--- config.mk ---
export PLATFORM = sky130hd
export DESIGN_NAME = doubly_linked_list_engine
export DESIGN_NICKNAME = d
export VERILOG_FILES = /design/src/rtl/dlle_pkg.sv /design/src/rtl/dlle_ram.sv /design/src/rtl/doubly_linked_list_engine.sv
export SDC_FILE = /design/constraint.sdc
export NUM_CORES = 2
export LEC_CHECK = 0
export BUFFER_PORTS_ARGS = -buffer_cell sky130_fd_sc_hd__buf_2
export CORE_ASPECT_RATIO = 0.7
export CORE_MARGIN = 2
export CORE_UTILIZATION = 50
export CTS_CLUSTER_SIZE = 40
export DETAILED_ROUTE_END_ITERATION = 10
export PLACE_DENSITY = 0.72
export SLEW_MARGIN = 20
export SYNTH_ARGS = -nofsm -noshare
export SYNTH_HDL_FRONTEND = slang
export SYNTH_SLANG_ARGS = --single-unit
--- constraint.sdc ---
create_clock -name clock -period 11.87 [get_ports clock]
set_input_delay 1.187 -clock clock [delete_from_list [all_inputs] [get_ports clock]]
set_output_delay 1.187 -clock clock [all_outputs]
set_load 0.005 [all_outputs]
--- src/rtl/dlle_pkg.sv ---
// ----------------------------------------------------------------------------
// dlle_pkg: shared types and codes for the doubly linked list engine
// Request codes, status codes and the sequencer state type.
// ----------------------------------------------------------------------------
package dlle_pkg;

   localparam logic [2:0] OP_APPEND  = 3'd0;
   localparam logic [2:0] OP_INS_HD  = 3'd1;
   localparam logic [2:0] OP_INS_POS = 3'd2;
   localparam logic [2:0] OP_SEARCH  = 3'd3;
   localparam logic [2:0] OP_POP_TL  = 3'd4;
   localparam logic [2:0] OP_POP_HD  = 3'd5;
   localparam logic [2:0] OP_REMOVE  = 3'd6;

   localparam logic [2:0] STAT_OK        = 3'd0;
   localparam logic [2:0] STAT_BAD_POS   = 3'd1;
   localparam logic [2:0] STAT_EMPTY     = 3'd2;
   localparam logic [2:0] STAT_NOT_FOUND = 3'd3;
   localparam logic [2:0] STAT_FULL      = 3'd4;

   typedef enum logic [3:0] {
      ST_IDLE,
      ST_DISPATCH,
      ST_TAKE,
      ST_LINK,
      ST_WALK,
      ST_MID1,
      ST_MID2,
      ST_UNLINK,
      ST_GIVE,
      ST_RESP
   } state_type;

endpackage

--- src/rtl/dlle_ram.sv ---
// ----------------------------------------------------------------------------
// dlle_ram: generic single-write, single-read RAM
// One write port and one read port; read data registered and held when idle.
// ----------------------------------------------------------------------------
module dlle_ram #(
   parameter int WIDTH = 32,
   parameter int DEPTH = 64
) (
   input  logic                     clock,
   input  logic                     wr_en,
   input  logic [$clog2(DEPTH)-1:0] wr_addr,
   input  logic [WIDTH-1:0]         wr_data,
   input  logic                     rd_en,
   input  logic [$clog2(DEPTH)-1:0] rd_addr,
   output logic [WIDTH-1:0]         rd_data
);

   logic [WIDTH-1:0] mem_ff [DEPTH];
   logic [WIDTH-1:0] rd_data_ff;

   always_ff @(posedge clock) begin
      if (wr_en) begin
         mem_ff[wr_addr] <= wr_data;
      end
      if (rd_en) begin
         rd_data_ff <= mem_ff[rd_addr];
      end
   end

   assign rd_data = rd_data_ff;

endmodule

--- src/rtl/doubly_linked_list_engine.sv ---
// ----------------------------------------------------------------------------
// doubly_linked_list_engine: bounded doubly linked list of values in slot RAMs
// Insert at head/tail and pops need no walk; search and remove by value walk
//   from the head until a match or the last element; positional insert walks
//   to its position. The walk follows one link per cycle through the read port.
// Throughput: one transaction at a time; start is taken the cycle after rsp_valid,
//   and the response side has no backpressure.
// Reset: synchronous; control state clears, no RAM clearing pass.
// ----------------------------------------------------------------------------
module doubly_linked_list_engine #(
   parameter int CAPACITY   = 64,
   parameter int VALUE_BITS = 32
) (
   input  logic               clock,
   input  logic               reset,
   input  logic               start,
   output logic               busy,
   input  logic [2:0]         req_type,
   input  logic [6:0]         req_position,
   input  logic signed [31:0] req_value,
   output logic               rsp_valid,
   output logic [2:0]         rsp_status,
   output logic [5:0]         rsp_found_position,
   output logic [6:0]         rsp_list_length
);

   localparam int SW   = $clog2(CAPACITY);
   localparam int CW   = $clog2(CAPACITY + 1);
   localparam int CMPW = (CW > 7) ? CW : 7;

   dlle_pkg::state_type state_ff, state_in;

   // latched transaction
   logic [2:0]            op_ff, op_in;
   logic [6:0]            pos_ff, pos_in;
   logic [VALUE_BITS-1:0] val_ff, val_in;

   // list bookkeeping; slots below fresh_ff have been used at least once,
   // the recycled ones sit on a stack chained through the next links
   logic [SW-1:0] head_ff, head_in;
   logic [SW-1:0] tail_ff, tail_in;
   logic [SW-1:0] free_ff, free_in;
   logic [CW-1:0] count_ff, count_in;
   logic [CW-1:0] fresh_ff, fresh_in;

   // walk and result registers
   logic [SW-1:0] new_ff, new_in;
   logic [SW-1:0] cur_ff, cur_in;
   logic [SW-1:0] idx_ff, idx_in;
   logic [SW-1:0] found_ff, found_in;
   logic [2:0]    status_ff, status_in;
   logic          pend_ff, pend_in;

   // RAM ports
   logic                  v_we, n_we, p_we, rd_en;
   logic [SW-1:0]         v_wa, n_wa, p_wa, rd_addr;
   logic [SW-1:0]         n_wd, p_wd;
   logic [VALUE_BITS-1:0] val_rd;
   logic [SW-1:0]         nxt_rd, prv_rd;

   logic is_full, stack_empty, is_empty, pos_bad, pos_zero, pos_at_end;
   logic val_hit, walk_last, pos_hit, is_insert, at_head, at_tail;

   dlle_ram #(.WIDTH(VALUE_BITS), .DEPTH(CAPACITY)) u_val_ram (
      .clock(clock), .wr_en(v_we), .wr_addr(v_wa), .wr_data(val_ff),
      .rd_en(rd_en), .rd_addr(rd_addr), .rd_data(val_rd)
   );

   dlle_ram #(.WIDTH(SW), .DEPTH(CAPACITY)) u_nxt_ram (
      .clock(clock), .wr_en(n_we), .wr_addr(n_wa), .wr_data(n_wd),
      .rd_en(rd_en), .rd_addr(rd_addr), .rd_data(nxt_rd)
   );

   dlle_ram #(.WIDTH(SW), .DEPTH(CAPACITY)) u_prv_ram (
      .clock(clock), .wr_en(p_we), .wr_addr(p_wa), .wr_data(p_wd),
      .rd_en(rd_en), .rd_addr(rd_addr), .rd_data(prv_rd)
   );

   // shared compare unit: one value compare and a few index compares
   assign is_full     = (count_ff == CW'(CAPACITY));
   assign is_empty    = (count_ff == '0);
   assign stack_empty = (fresh_ff == count_ff);
   assign pos_bad     = (CMPW'(pos_ff) > CMPW'(count_ff));
   assign pos_zero    = (pos_ff == '0);
   assign pos_at_end  = (CMPW'(pos_ff) == CMPW'(count_ff));
   assign val_hit     = (val_rd == val_ff);
   assign walk_last   = ((CMPW'(idx_ff) + CMPW'(1)) == CMPW'(count_ff));
   assign pos_hit     = ((CMPW'(idx_ff) + CMPW'(1)) == CMPW'(pos_ff));
   assign is_insert   = (op_ff == dlle_pkg::OP_APPEND) || (op_ff == dlle_pkg::OP_INS_HD) ||
                        (op_ff == dlle_pkg::OP_INS_POS);
   assign at_head     = (op_ff == dlle_pkg::OP_INS_HD) ||
                        ((op_ff == dlle_pkg::OP_INS_POS) && pos_zero);
   assign at_tail     = (op_ff == dlle_pkg::OP_APPEND) || pos_at_end;

   // ---------------- next state ----------------
   always_comb begin
      state_in = state_ff;
      case (state_ff)
         dlle_pkg::ST_IDLE: begin
            if (start) state_in = dlle_pkg::ST_DISPATCH;
         end
         dlle_pkg::ST_DISPATCH: begin
            case (op_ff)
               dlle_pkg::OP_APPEND, dlle_pkg::OP_INS_HD, dlle_pkg::OP_INS_POS: begin
                  if (is_full || ((op_ff == dlle_pkg::OP_INS_POS) && pos_bad))
                     state_in = dlle_pkg::ST_RESP;
                  else if (stack_empty)
                     state_in = dlle_pkg::ST_LINK;
                  else
                     state_in = dlle_pkg::ST_TAKE;
               end
               dlle_pkg::OP_SEARCH, dlle_pkg::OP_REMOVE: begin
                  state_in = is_empty ? dlle_pkg::ST_RESP : dlle_pkg::ST_WALK;
               end
               dlle_pkg::OP_POP_TL, dlle_pkg::OP_POP_HD: begin
                  state_in = is_empty ? dlle_pkg::ST_RESP : dlle_pkg::ST_UNLINK;
               end
               default: state_in = dlle_pkg::ST_RESP;
            endcase
         end
         dlle_pkg::ST_TAKE: state_in = dlle_pkg::ST_LINK;
         dlle_pkg::ST_LINK: begin
            if (is_empty || at_head || at_tail) state_in = dlle_pkg::ST_RESP;
            else state_in = dlle_pkg::ST_WALK;
         end
         dlle_pkg::ST_WALK: begin
            if (pend_ff) begin
               if (is_insert) begin
                  if (pos_hit) state_in = dlle_pkg::ST_MID1;
               end else if (val_hit) begin
                  state_in = (op_ff == dlle_pkg::OP_REMOVE) ? dlle_pkg::ST_UNLINK :
                                                               dlle_pkg::ST_RESP;
               end else if (walk_last) begin
                  state_in = dlle_pkg::ST_RESP;
               end
            end
         end
         dlle_pkg::ST_MID1:   state_in = dlle_pkg::ST_MID2;
         dlle_pkg::ST_MID2:   state_in = dlle_pkg::ST_RESP;
         dlle_pkg::ST_UNLINK: state_in = dlle_pkg::ST_GIVE;
         dlle_pkg::ST_GIVE:   state_in = dlle_pkg::ST_RESP;
         dlle_pkg::ST_RESP:   state_in = dlle_pkg::ST_IDLE;
         default:             state_in = dlle_pkg::ST_IDLE;
      endcase
   end

   // ---------------- datapath and RAM control ----------------
   always_comb begin
      op_in     = op_ff;
      pos_in    = pos_ff;
      val_in    = val_ff;
      head_in   = head_ff;
      tail_in   = tail_ff;
      free_in   = free_ff;
      count_in  = count_ff;
      fresh_in  = fresh_ff;
      new_in    = new_ff;
      cur_in    = cur_ff;
      idx_in    = idx_ff;
      found_in  = found_ff;
      status_in = status_ff;
      pend_in   = pend_ff;
      v_we      = 1'b0;
      v_wa      = new_ff;
      n_we      = 1'b0;
      n_wa      = cur_ff;
      n_wd      = new_ff;
      p_we      = 1'b0;
      p_wa      = new_ff;
      p_wd      = cur_ff;
      rd_en     = 1'b0;
      rd_addr   = head_ff;

      case (state_ff)
         dlle_pkg::ST_IDLE: begin
            if (start) begin
               op_in  = req_type;
               pos_in = req_position;
               val_in = VALUE_BITS'($unsigned(req_value));
            end
         end
         dlle_pkg::ST_DISPATCH: begin
            status_in = dlle_pkg::STAT_OK;
            found_in  = '0;
            pend_in   = 1'b0;
            case (op_ff)
               dlle_pkg::OP_APPEND, dlle_pkg::OP_INS_HD, dlle_pkg::OP_INS_POS: begin
                  if (is_full) begin
                     status_in = dlle_pkg::STAT_FULL;
                  end else if ((op_ff == dlle_pkg::OP_INS_POS) && pos_bad) begin
                     status_in = dlle_pkg::STAT_BAD_POS;
                  end else begin
                     v_we = 1'b1;
                     if (stack_empty) begin
                        v_wa     = fresh_ff[SW-1:0];
                        fresh_in = fresh_ff + CW'(1);
                     end else begin
                        v_wa    = free_ff;
                        rd_en   = 1'b1;
                        rd_addr = free_ff;
                     end
                     new_in = v_wa;
                  end
               end
               dlle_pkg::OP_SEARCH, dlle_pkg::OP_REMOVE: begin
                  if (is_empty)
                     status_in = (op_ff == dlle_pkg::OP_REMOVE) ? dlle_pkg::STAT_EMPTY :
                                                                   dlle_pkg::STAT_NOT_FOUND;
               end
               dlle_pkg::OP_POP_TL, dlle_pkg::OP_POP_HD: begin
                  if (is_empty) begin
                     status_in = dlle_pkg::STAT_EMPTY;
                  end else begin
                     rd_en   = 1'b1;
                     rd_addr = (op_ff == dlle_pkg::OP_POP_TL) ? tail_ff : head_ff;
                     cur_in  = rd_addr;
                  end
               end
               default: begin
               end
            endcase
         end
         dlle_pkg::ST_TAKE: begin
            free_in = nxt_rd;
         end
         dlle_pkg::ST_LINK: begin
            if (is_empty) begin
               head_in  = new_ff;
               tail_in  = new_ff;
               count_in = count_ff + CW'(1);
            end else if (at_head) begin
               n_we     = 1'b1;
               n_wa     = new_ff;
               n_wd     = head_ff;
               p_we     = 1'b1;
               p_wa     = head_ff;
               p_wd     = new_ff;
               head_in  = new_ff;
               count_in = count_ff + CW'(1);
            end else if (at_tail) begin
               n_we     = 1'b1;
               n_wa     = tail_ff;
               n_wd     = new_ff;
               p_we     = 1'b1;
               p_wa     = new_ff;
               p_wd     = tail_ff;
               tail_in  = new_ff;
               count_in = count_ff + CW'(1);
            end
         end
         dlle_pkg::ST_WALK: begin
            if (!pend_ff) begin
               rd_en   = 1'b1;
               rd_addr = head_ff;
               cur_in  = head_ff;
               idx_in  = '0;
               pend_in = 1'b1;
            end else if ((is_insert && !pos_hit) ||
                         (!is_insert && !val_hit && !walk_last)) begin
               rd_en   = 1'b1;
               rd_addr = nxt_rd;
               cur_in  = nxt_rd;
               idx_in  = idx_ff + SW'(1);
            end else if (!is_insert) begin
               if (!val_hit)
                  status_in = dlle_pkg::STAT_NOT_FOUND;
               else if (op_ff == dlle_pkg::OP_SEARCH)
                  found_in = idx_ff;
            end
         end
         dlle_pkg::ST_MID1: begin
            // new slot points forward to the successor of the walk node
            n_we = 1'b1;
            n_wa = new_ff;
            n_wd = nxt_rd;
            p_we = 1'b1;
            p_wa = nxt_rd;
            p_wd = new_ff;
         end
         dlle_pkg::ST_MID2: begin
            n_we     = 1'b1;
            n_wa     = cur_ff;
            n_wd     = new_ff;
            p_we     = 1'b1;
            p_wa     = new_ff;
            p_wd     = cur_ff;
            count_in = count_ff + CW'(1);
         end
         dlle_pkg::ST_UNLINK: begin
            if (cur_ff != head_ff) begin
               n_we = 1'b1;
               n_wa = prv_rd;
               n_wd = nxt_rd;
            end else begin
               head_in = nxt_rd;
            end
            if (cur_ff != tail_ff) begin
               p_we = 1'b1;
               p_wa = nxt_rd;
               p_wd = prv_rd;
            end else begin
               tail_in = prv_rd;
            end
         end
         dlle_pkg::ST_GIVE: begin
            n_we     = 1'b1;
            n_wa     = cur_ff;
            n_wd     = free_ff;
            free_in  = cur_ff;
            count_in = count_ff - CW'(1);
            if (count_ff == CW'(1)) begin
               head_in = '0;
               tail_in = '0;
            end
         end
         dlle_pkg::ST_RESP: begin
         end
         default: begin
         end
      endcase
   end

   always_ff @(posedge clock) begin
      if (reset) begin
         state_ff <= dlle_pkg::ST_IDLE;
         head_ff  <= '0;
         tail_ff  <= '0;
         free_ff  <= '0;
         count_ff <= '0;
         fresh_ff <= '0;
         pend_ff  <= 1'b0;
      end else begin
         state_ff <= state_in;
         head_ff  <= head_in;
         tail_ff  <= tail_in;
         free_ff  <= free_in;
         count_ff <= count_in;
         fresh_ff <= fresh_in;
         pend_ff  <= pend_in;
      end
   end

   always_ff @(posedge clock) begin
      op_ff     <= op_in;
      pos_ff    <= pos_in;
      val_ff    <= val_in;
      new_ff    <= new_in;
      cur_ff    <= cur_in;
      idx_ff    <= idx_in;
      found_ff  <= found_in;
      status_ff <= status_in;
   end

   // response strobe: one cycle, receiver cannot stall
   assign busy               = (state_ff != dlle_pkg::ST_IDLE);
   assign rsp_valid          = (state_ff == dlle_pkg::ST_RESP);
   assign rsp_status         = status_ff;
   assign rsp_found_position = 6'(found_ff);
   assign rsp_list_length    = 7'(count_ff);

   // ---------------- assertions ----------------
   a_resp_then_idle: assert property (@(posedge clock) disable iff (reset)
      rsp_valid |=> !busy) else $error("engine still busy after response");

   a_start_busy: assert property (@(posedge clock) disable iff (reset)
      (start && !busy) |=> busy) else $error("transaction accepted but not busy");

   a_count_cap: assert property (@(posedge clock) disable iff (reset)
      count_ff <= CW'(CAPACITY)) else $error("element count beyond capacity");

   a_fresh_cover: assert property (@(posedge clock) disable iff (reset)
      fresh_ff >= count_ff) else $error("more elements than slots ever used");

endmodule
[After elaboration in Yosys (flattened, before gate mapping)]
Memories as Yosys holds them, arrays and structs flattened. A register that Yosys moved wholly into a read port is not among the register bits.
Index checks and enable logic that the tools add are counted.
Word-level totals
  bits in registers: 106
  latch bits: 0
  RAM bits: 2816
  ROM bits: 0
  input bits: 45
  output and inout bits: 18
  word-level logic and storage cells: 217
  memories kept: 3
Operators by class
  $add $sub $neg: 5
  $mul: 0
  divide/modulo/power cells: 0
  order comparisons: 1
  equality and inequality tests: 44
  shift operators: 0
  muxes and demuxes: 105
  bitwise logic cells: 2
  reduce and logical (&&, ||, !) cells: 42
Memories
  u_val_ram.mem_ff: depth 64, width 32, read ports 1, clocked after Yosys merged registers in 1, wr ports 1, RTL line dlle_ram.sv:18  | logic [WIDTH-1:0] mem_ff [DEPTH];
  u_nxt_ram.mem_ff: depth 64, width 6, read ports 1, clocked after Yosys merged registers in 1, wr ports 1, RTL line dlle_ram.sv:18
  u_prv_ram.mem_ff: depth 64, width 6, read ports 1, clocked after Yosys merged registers in 1, wr ports 1, RTL line dlle_ram.sv:18
Operator list (count)
  2-to-1 mux 6 bit: 39
  one-hot mux 6 bit (3 select lines): 5
  one-hot mux 6 bit (2 select lines): 5
  2-to-1 mux 4 bit: 11
  equality test 32 bit: 1
  one-hot mux 4 bit (8 select lines): 1
  equality test 7 bit: 4
  2-to-1 mux 1 bit: 24
  inequality test 2 bit (second input constant): 12
  one-hot mux 6 bit (4 select lines): 1
  2-to-1 mux 7 bit: 3
  one-hot mux 7 bit (3 select lines): 1
  equality test 4 x 3 -> 1 bit (second input constant): 4
  2-to-1 mux 3 bit: 5
  inequality test 3 bit (second input constant): 5
  AND reduction 5 bit: 3
  adder 7 x 1 -> 7 bit (second input constant): 2
  logical NOT 7 bit: 2
  inequality test 6 bit: 2
  one-hot mux 4 bit (3 select lines): 1
  AND reduction 4 bit: 3
  equality test 3 bit (second input constant): 3
  one-hot mux 3 bit (3 select lines): 1
  equality test 4 x 2 -> 1 bit (second input constant): 2
  29 further kinds: 59

[Longest topological paths before layout]
  depth in word-level cells: 10
  gate-level depth with buffers: 19
  depth with buffers taken out: 13

[Modules after synthesis]
A second synthesis with hierarchy kept.
Second synthesis, totals
  cell total of the unflattened synthesis: 5499
  area, all modules: 116083.8 µm²
Modules (own cells, without submodules)
  dlle_ram at u_val_ram: times used 1, cells each 3324, area each 78835.6 µm², seq. area each 62459.9 µm²
  dlle_ram at u_prv_ram: times used 1, cells each 725, area each 15303.4 µm², seq. area each 11711.2 µm²
  dlle_ram at u_nxt_ram: times used 1, cells each 729, area each 15265.9 µm², seq. area each 11711.2 µm²
  doubly_linked_list_engine: times used 1, cells each 721, area each 6678.9 µm², seq. area each 2752.6 µm²

[Worst setup path after synthesis]
No wires, ideal clock.
  path type: register -> register
  start: register count_ff[2] (netlist: rsp_list_length[2])
  end: memory u_val_ram.mem_ff[15][0] (enable)
  setup time: 0.461 ns
  arrival: 5.153 ns
  data required time: 11.409 ns
  path slack: 6.256 ns
  cell stages (with the launch flop): 13
  path buffers: 1
  clock period less this slack: 5.614 ns
  cells stage by stage: dfxtp_1 > buf_2 > inv_1 > ha_1 > a21oi_1 > a21oi_1 > o31ai_1 > nand2_1 > nor2_1 > nand3_1 > o21a_1 > or3_1 > nor3_1
Between the ends
  word-level cells in the longest chain between the ends: 8
  elaborated cells between the ends (all ways): 15
  classes of those cells: 1 x order compare; 2 x eq/ne; 11 x mux; 1 x reduce/logical
RTL lines
  start: declaration: RTL line doubly_linked_list_engine.sv:43  | logic [CW-1:0] count_ff, count_in;
  start signal: assignment: RTL line doubly_linked_list_engine.sv:337  | count_ff <= count_in;
  > comparator 7 bit: RTL line doubly_linked_list_engine.sv:83  | assign pos_bad = (CMPW'(pos_ff) > CMPW'(count_ff));
  logical AND 1 bit: RTL line doubly_linked_list_engine.sv:190  | end else if ((op_ff == dlle_pkg::OP_INS_POS) && pos_bad) begin
  2-to-1 mux 1 bit: RTL line doubly_linked_list_engine.sv:190
  2-to-1 mux 1 bit: RTL line doubly_linked_list_engine.sv:188  | if (is_full) begin
  2-to-1 mux 1 bit: RTL line doubly_linked_list_engine.sv:186  | case (op_ff)
  2-to-1 mux 1 bit: RTL line doubly_linked_list_engine.sv:174  | case (state_ff)
  2-to-1 mux 1 bit: RTL line dlle_ram.sv:22  | if (wr_en) begin
  2-to-1 mux 1 bit (implied by the code): RTL line dlle_ram.sv:23  | mem_ff[wr_addr] <= wr_data;
  end: declaration: RTL line dlle_ram.sv:18
Parallel ways exist; a longest one is shown, timed or not.

[Final worst setup path]
  start: register val_ff[15]
  end: register u_val_ram.rd_data_ff[20] (netlist: u_val_ram.rd_data[20]) (read register of u_val_ram.mem_ff) (data pin)
Between the ends
  word-level cells in the longest chain between the ends: 8
  elaborated cells between the ends (all ways): 11
  classes of those cells: 1 x eq/ne; 6 x mux; 4 x reduce/logical
RTL lines
  start: declaration: RTL line doubly_linked_list_engine.sv:36  | logic [VALUE_BITS-1:0] val_ff, val_in;
  start signal: assignment: RTL line doubly_linked_list_engine.sv:346  | val_ff <= val_in;
  equality test 32 bit *: RTL line doubly_linked_list_engine.sv:86  | assign val_hit = (val_rd == val_ff);
  logical NOT 1 bit *
  logical AND 1 bit * (2 in series): RTL line doubly_linked_list_engine.sv:259  | (!is_insert && !val_hit && !walk_last)) begin
  logical OR 1 bit *: RTL line doubly_linked_list_engine.sv:258  | end else if ((is_insert && !pos_hit) ||
  2-to-1 mux 6 bit or 2-to-1 mux 1 bit (tied branches): RTL line doubly_linked_list_engine.sv:258
  2-to-1 mux 6 bit or 2-to-1 mux 1 bit (tied branches): RTL line doubly_linked_list_engine.sv:252  | if (!pend_ff) begin
  one-hot mux 6 bit (2 select lines) or one-hot mux 1 bit (2 select lines) (tied branches): RTL line doubly_linked_list_engine.sv:174
  end: declaration: RTL line dlle_ram.sv:19  | logic [WIDTH-1:0] rd_data_ff;
Mark *: on every way between the ends. The rest lies on a longest branch, timed or not.
A chain may end at the register's enable or synchronous reset.

==> metrics <==
outcome=finished clean; number of flops mapped to enable cells by yosys=2923; CTS Buffer Depth=4; share of the synthesized area in the top cell type=around three quarters; area leader, netlist=edfxtp_1; CP Data Required Time=12.43 ns; relative slew slack=19.7%; Via density=6.50; clock skew=0.0718 ns; first-pass GRT wire length=519 mm; cell repeated most along the worst path=buf_4; max incr delay on CP=roughly 0.82 ns; core area=236000 um^2; H-tree depth=5; Hold Violations, Final=0; clock period minus worst slack=7.63 ns; clock share of power=28.4%; TritonRoute pass-1 iters=7; initial antenna violation count=35; Row Count=approximately 150; Worst Path Arrival=8.19 ns; Sequential Power Share=roughly 44%; Num CTS Buffers=282; final-layout fill cell count=roughly 18000; critical path peak fanout=65; Detail Placement HPWL=197 mm; Combinational Power Share=roughly 28%; post-CTS setup buffer count=0; critical path's top delay family=buffers and inverters; kind of critical path=register to register; reported max-cap violation count=0; Congestion Overflow GR=0; die area=241000 um^2; Buf/Inv on CP=5; sw power=10.8 mW; Final Max Slew Viols=0; Total Wirelength=366 mm; pin count of the biggest net entering global routing=approximately 160; post-synthesis sequential area ratio=74.7%; largest cells by area after synthesis=edfxtp_1 (74%), nand2_1 (7.1%), nand3_1 (3.4%); Sw Share=35.5%; clk sinks=2966; setup_tns=0 ns; dominant synthesized flop cell=edfxtp_1; Seq. cell area=88600 um^2; Pwr Total=30.5 mW; Final Cycle Share=64.3%; VDD IR max=309 uV; Routed Antenna Nets=0; Syn Area/Cell=13.8 um^2; design area=around 130000 um^2; Area growth syn-to-layout=10.8%; Peak Freq=131 MHz; FF+latch count, synth=between 2000 and 3000; GPL Wtd Cong=0.956; die span in x=586 um; Hold Buf Count CTS=0; Gate Count Post-Synth=about 8600; nets=8675; GR Util All Layers=29.8%; Pleak=43.9 nW; cts repair resizes=0; Worst-Skew Late Latency=0.87 ns; I/O pin count=63; synth unique cells=84; Port-buffer cells=62; Die Y=411 um; Cell Int Power=between 15 and 20 mW; wire per inst=30.5 um; synthesized net count=8669; starting density of the core=50.3%; Placement Cell Area=~120000 um^2; power density over the cells=232 nW/um^2; drc violations=0; Ys Warns=0; vias in the first global route=73053; Initial DRC Count=15391; worst slew pin tran=roughly 1.2 ns; setup violators final=0; CP endpoint kind=register; area of the multi-input gates=28100 um^2; synthesized area=119000 um^2; CTS tree=built; Hold Slack=between 0.4 and 0.5 ns; clk slew on worst S/H paths=approximately 0.070 ns; share of post-route cells with drive strength above 1=9.07%; CP max-delay cell=nor4_1; FFs w/ async S/R, synth=0%; Tightest Hold Check Type=primary input to register; unrepaired setup endpoints after global routing=false; CP cell instances=buf_4, xor2_1, nor4_1, nand4_1, o211ai_1, o22a_1, mux2i_4, buf_4, nand2_4, nor3_4, buf_4, buf_4, a32o_1, a2111oi_1, buf_4, a32o_1; root buffer cell=clkbuf_16; Startpoint Class=register; Vias=77959
-- worst reg2reg max path, cell delays in order (launching register included) --
cell and delay [ns]:
edfxtp_1 0.34, buf_4 0.56, xor2_1 0.20, nor4_1 0.82, nand4_1 0.58, o211ai_1 0.44
o22a_1 0.50, mux2i_4 0.78, buf_4 0.42, nand2_4 0.11, nor3_4 0.56, buf_4 0.57
buf_4 0.66, a32o_1 0.24, a2111oi_1 0.11, buf_4 0.23, a32o_1 0.20
-- flip-flops by register name, summed over array words and instances (netlist names), 7 cells and up --
register	flops
fresh_ff	7
u_nxt_ram.mem_ff	384
u_val_ram.rd_data	32
u_val_ram.mem_ff	2048
u_prv_ram.mem_ff	384
pos_ff	7
rsp_list_length	7
val_ff	32
-- worst paths after layout --
| path | startpoint | to | slack [ns] | cells after the start |
|---|---|---|---|---|
| min | req_value[14] | val_ff[14] | 0.50 | 1 |
| min reg2reg | fresh_ff[6] | fresh_ff[6] | 0.56 | 2 |
| max | val_ff[15] | u_val_ram.rd_data[20] | 4.24 | 16 |
| max reg2reg | val_ff[15] | u_val_ram.rd_data[20] | 4.24 | 16 |
-- kinds of logic after synthesis --
logic type | Yosys count | share of synthesized area [%]
and+or+nand+nor | 3692 | 13.3
buffers and inverters | 563 | 2.21
AOI/OAI and AO/OA | 919 | 5.71
xor gates and xnor gates | 83 | 0.636
adders and majority gates | 12 | 0.127
DFF | 2966 | 74.7
muxes | 377 | 3.26
-- cells in the mapped netlist (all sizes together), types with 12 or more instances --
cell type / instances
nand3: 813
xor2: 53
nor2b: 16
mux2i: 366
clkbuf: 269
buf: 272
a31o: 46
a21oi: 276
nor2: 300
edfxtp: 2923
xnor2: 28
o211ai: 12
a31oi: 48
or3: 12
ha: 12
o21ai: 45
dfxtp: 43
a211oi: 16
a2111oi: 87
o22ai: 52
and3: 55
nand2: 2247
a32o: 131
nor4: 55
nor3: 37
inv: 18
a221oi: 14
nand4: 116
a32oi: 132
-- layout make-up --
| class | count | area share [%] |
|---|---|---|
| Clock inverter | 139 | 0.824 |
| Multi-Input combinational cell | 5083 | 21.4 |
| Timing Repair Buffer | 263 | 1.52 |
| Antenna cell | 6 | 0.0114 |
| Tap cell | 3171 | 3.02 |
| Clock buffer | 343 | 5.71 |
| Sequential cell | 2966 | 67.4 |
| Inverter | 22 | 0.0628 |
-- power by group through the flow --
stage / Sequential (mW) / Combinational, mW / Clock (mW)
floorplan: 13.6 / 4.21 / 0
global placement: 13.5 / 7.93 / 0
detailed placement: 13.5 / 8.11 / 0
CTS: 13.3 / 8.14 / 8.66
global route: 13.3 / 8.84 / 9.07
finish: 13.3 / 8.52 / 8.66
-- cells in the final DEF, fill, tap and decap left out, types with 76 or more instances in the layout --
cell       Yosys  final
buf_4         31    187
a32oi_1      132    132
nor2_1       299    233
a32o_1       131    131
nand4_1      115    115
edfxtp_1    2923   2923
a21oi_1      272    265
mux2i_1      363    363
nand3_1      812    811
nand2_1     2245   2244
a2111oi_0     87     76
clkbuf_16      0    292
-- per-layer routing --
layer  wire (um)  global-route usage [%]  up-vias
met2      151000                    41.5     6502
met5         238                       0        -
li1            -                       -    32250
met3       64600                    11.0      896
met1      137000                    43.3    38275
met4       13000                    9.50       36
-- through the flow --
stage | cells | util (%) | setup WS (ns)
after floorplan | 8612 | - | 6.26
after global placement | 11504 | 52.1 | 4.62
after detailed placement | 11504 | 52.1 | 4.58
after CTS | 11986 | 55.8 | 4.52
after global routing | 11987 | 55.8 | 4.37
final | 11993 | 55.8 | 4.24
Power figures use the tool's default switching activity.
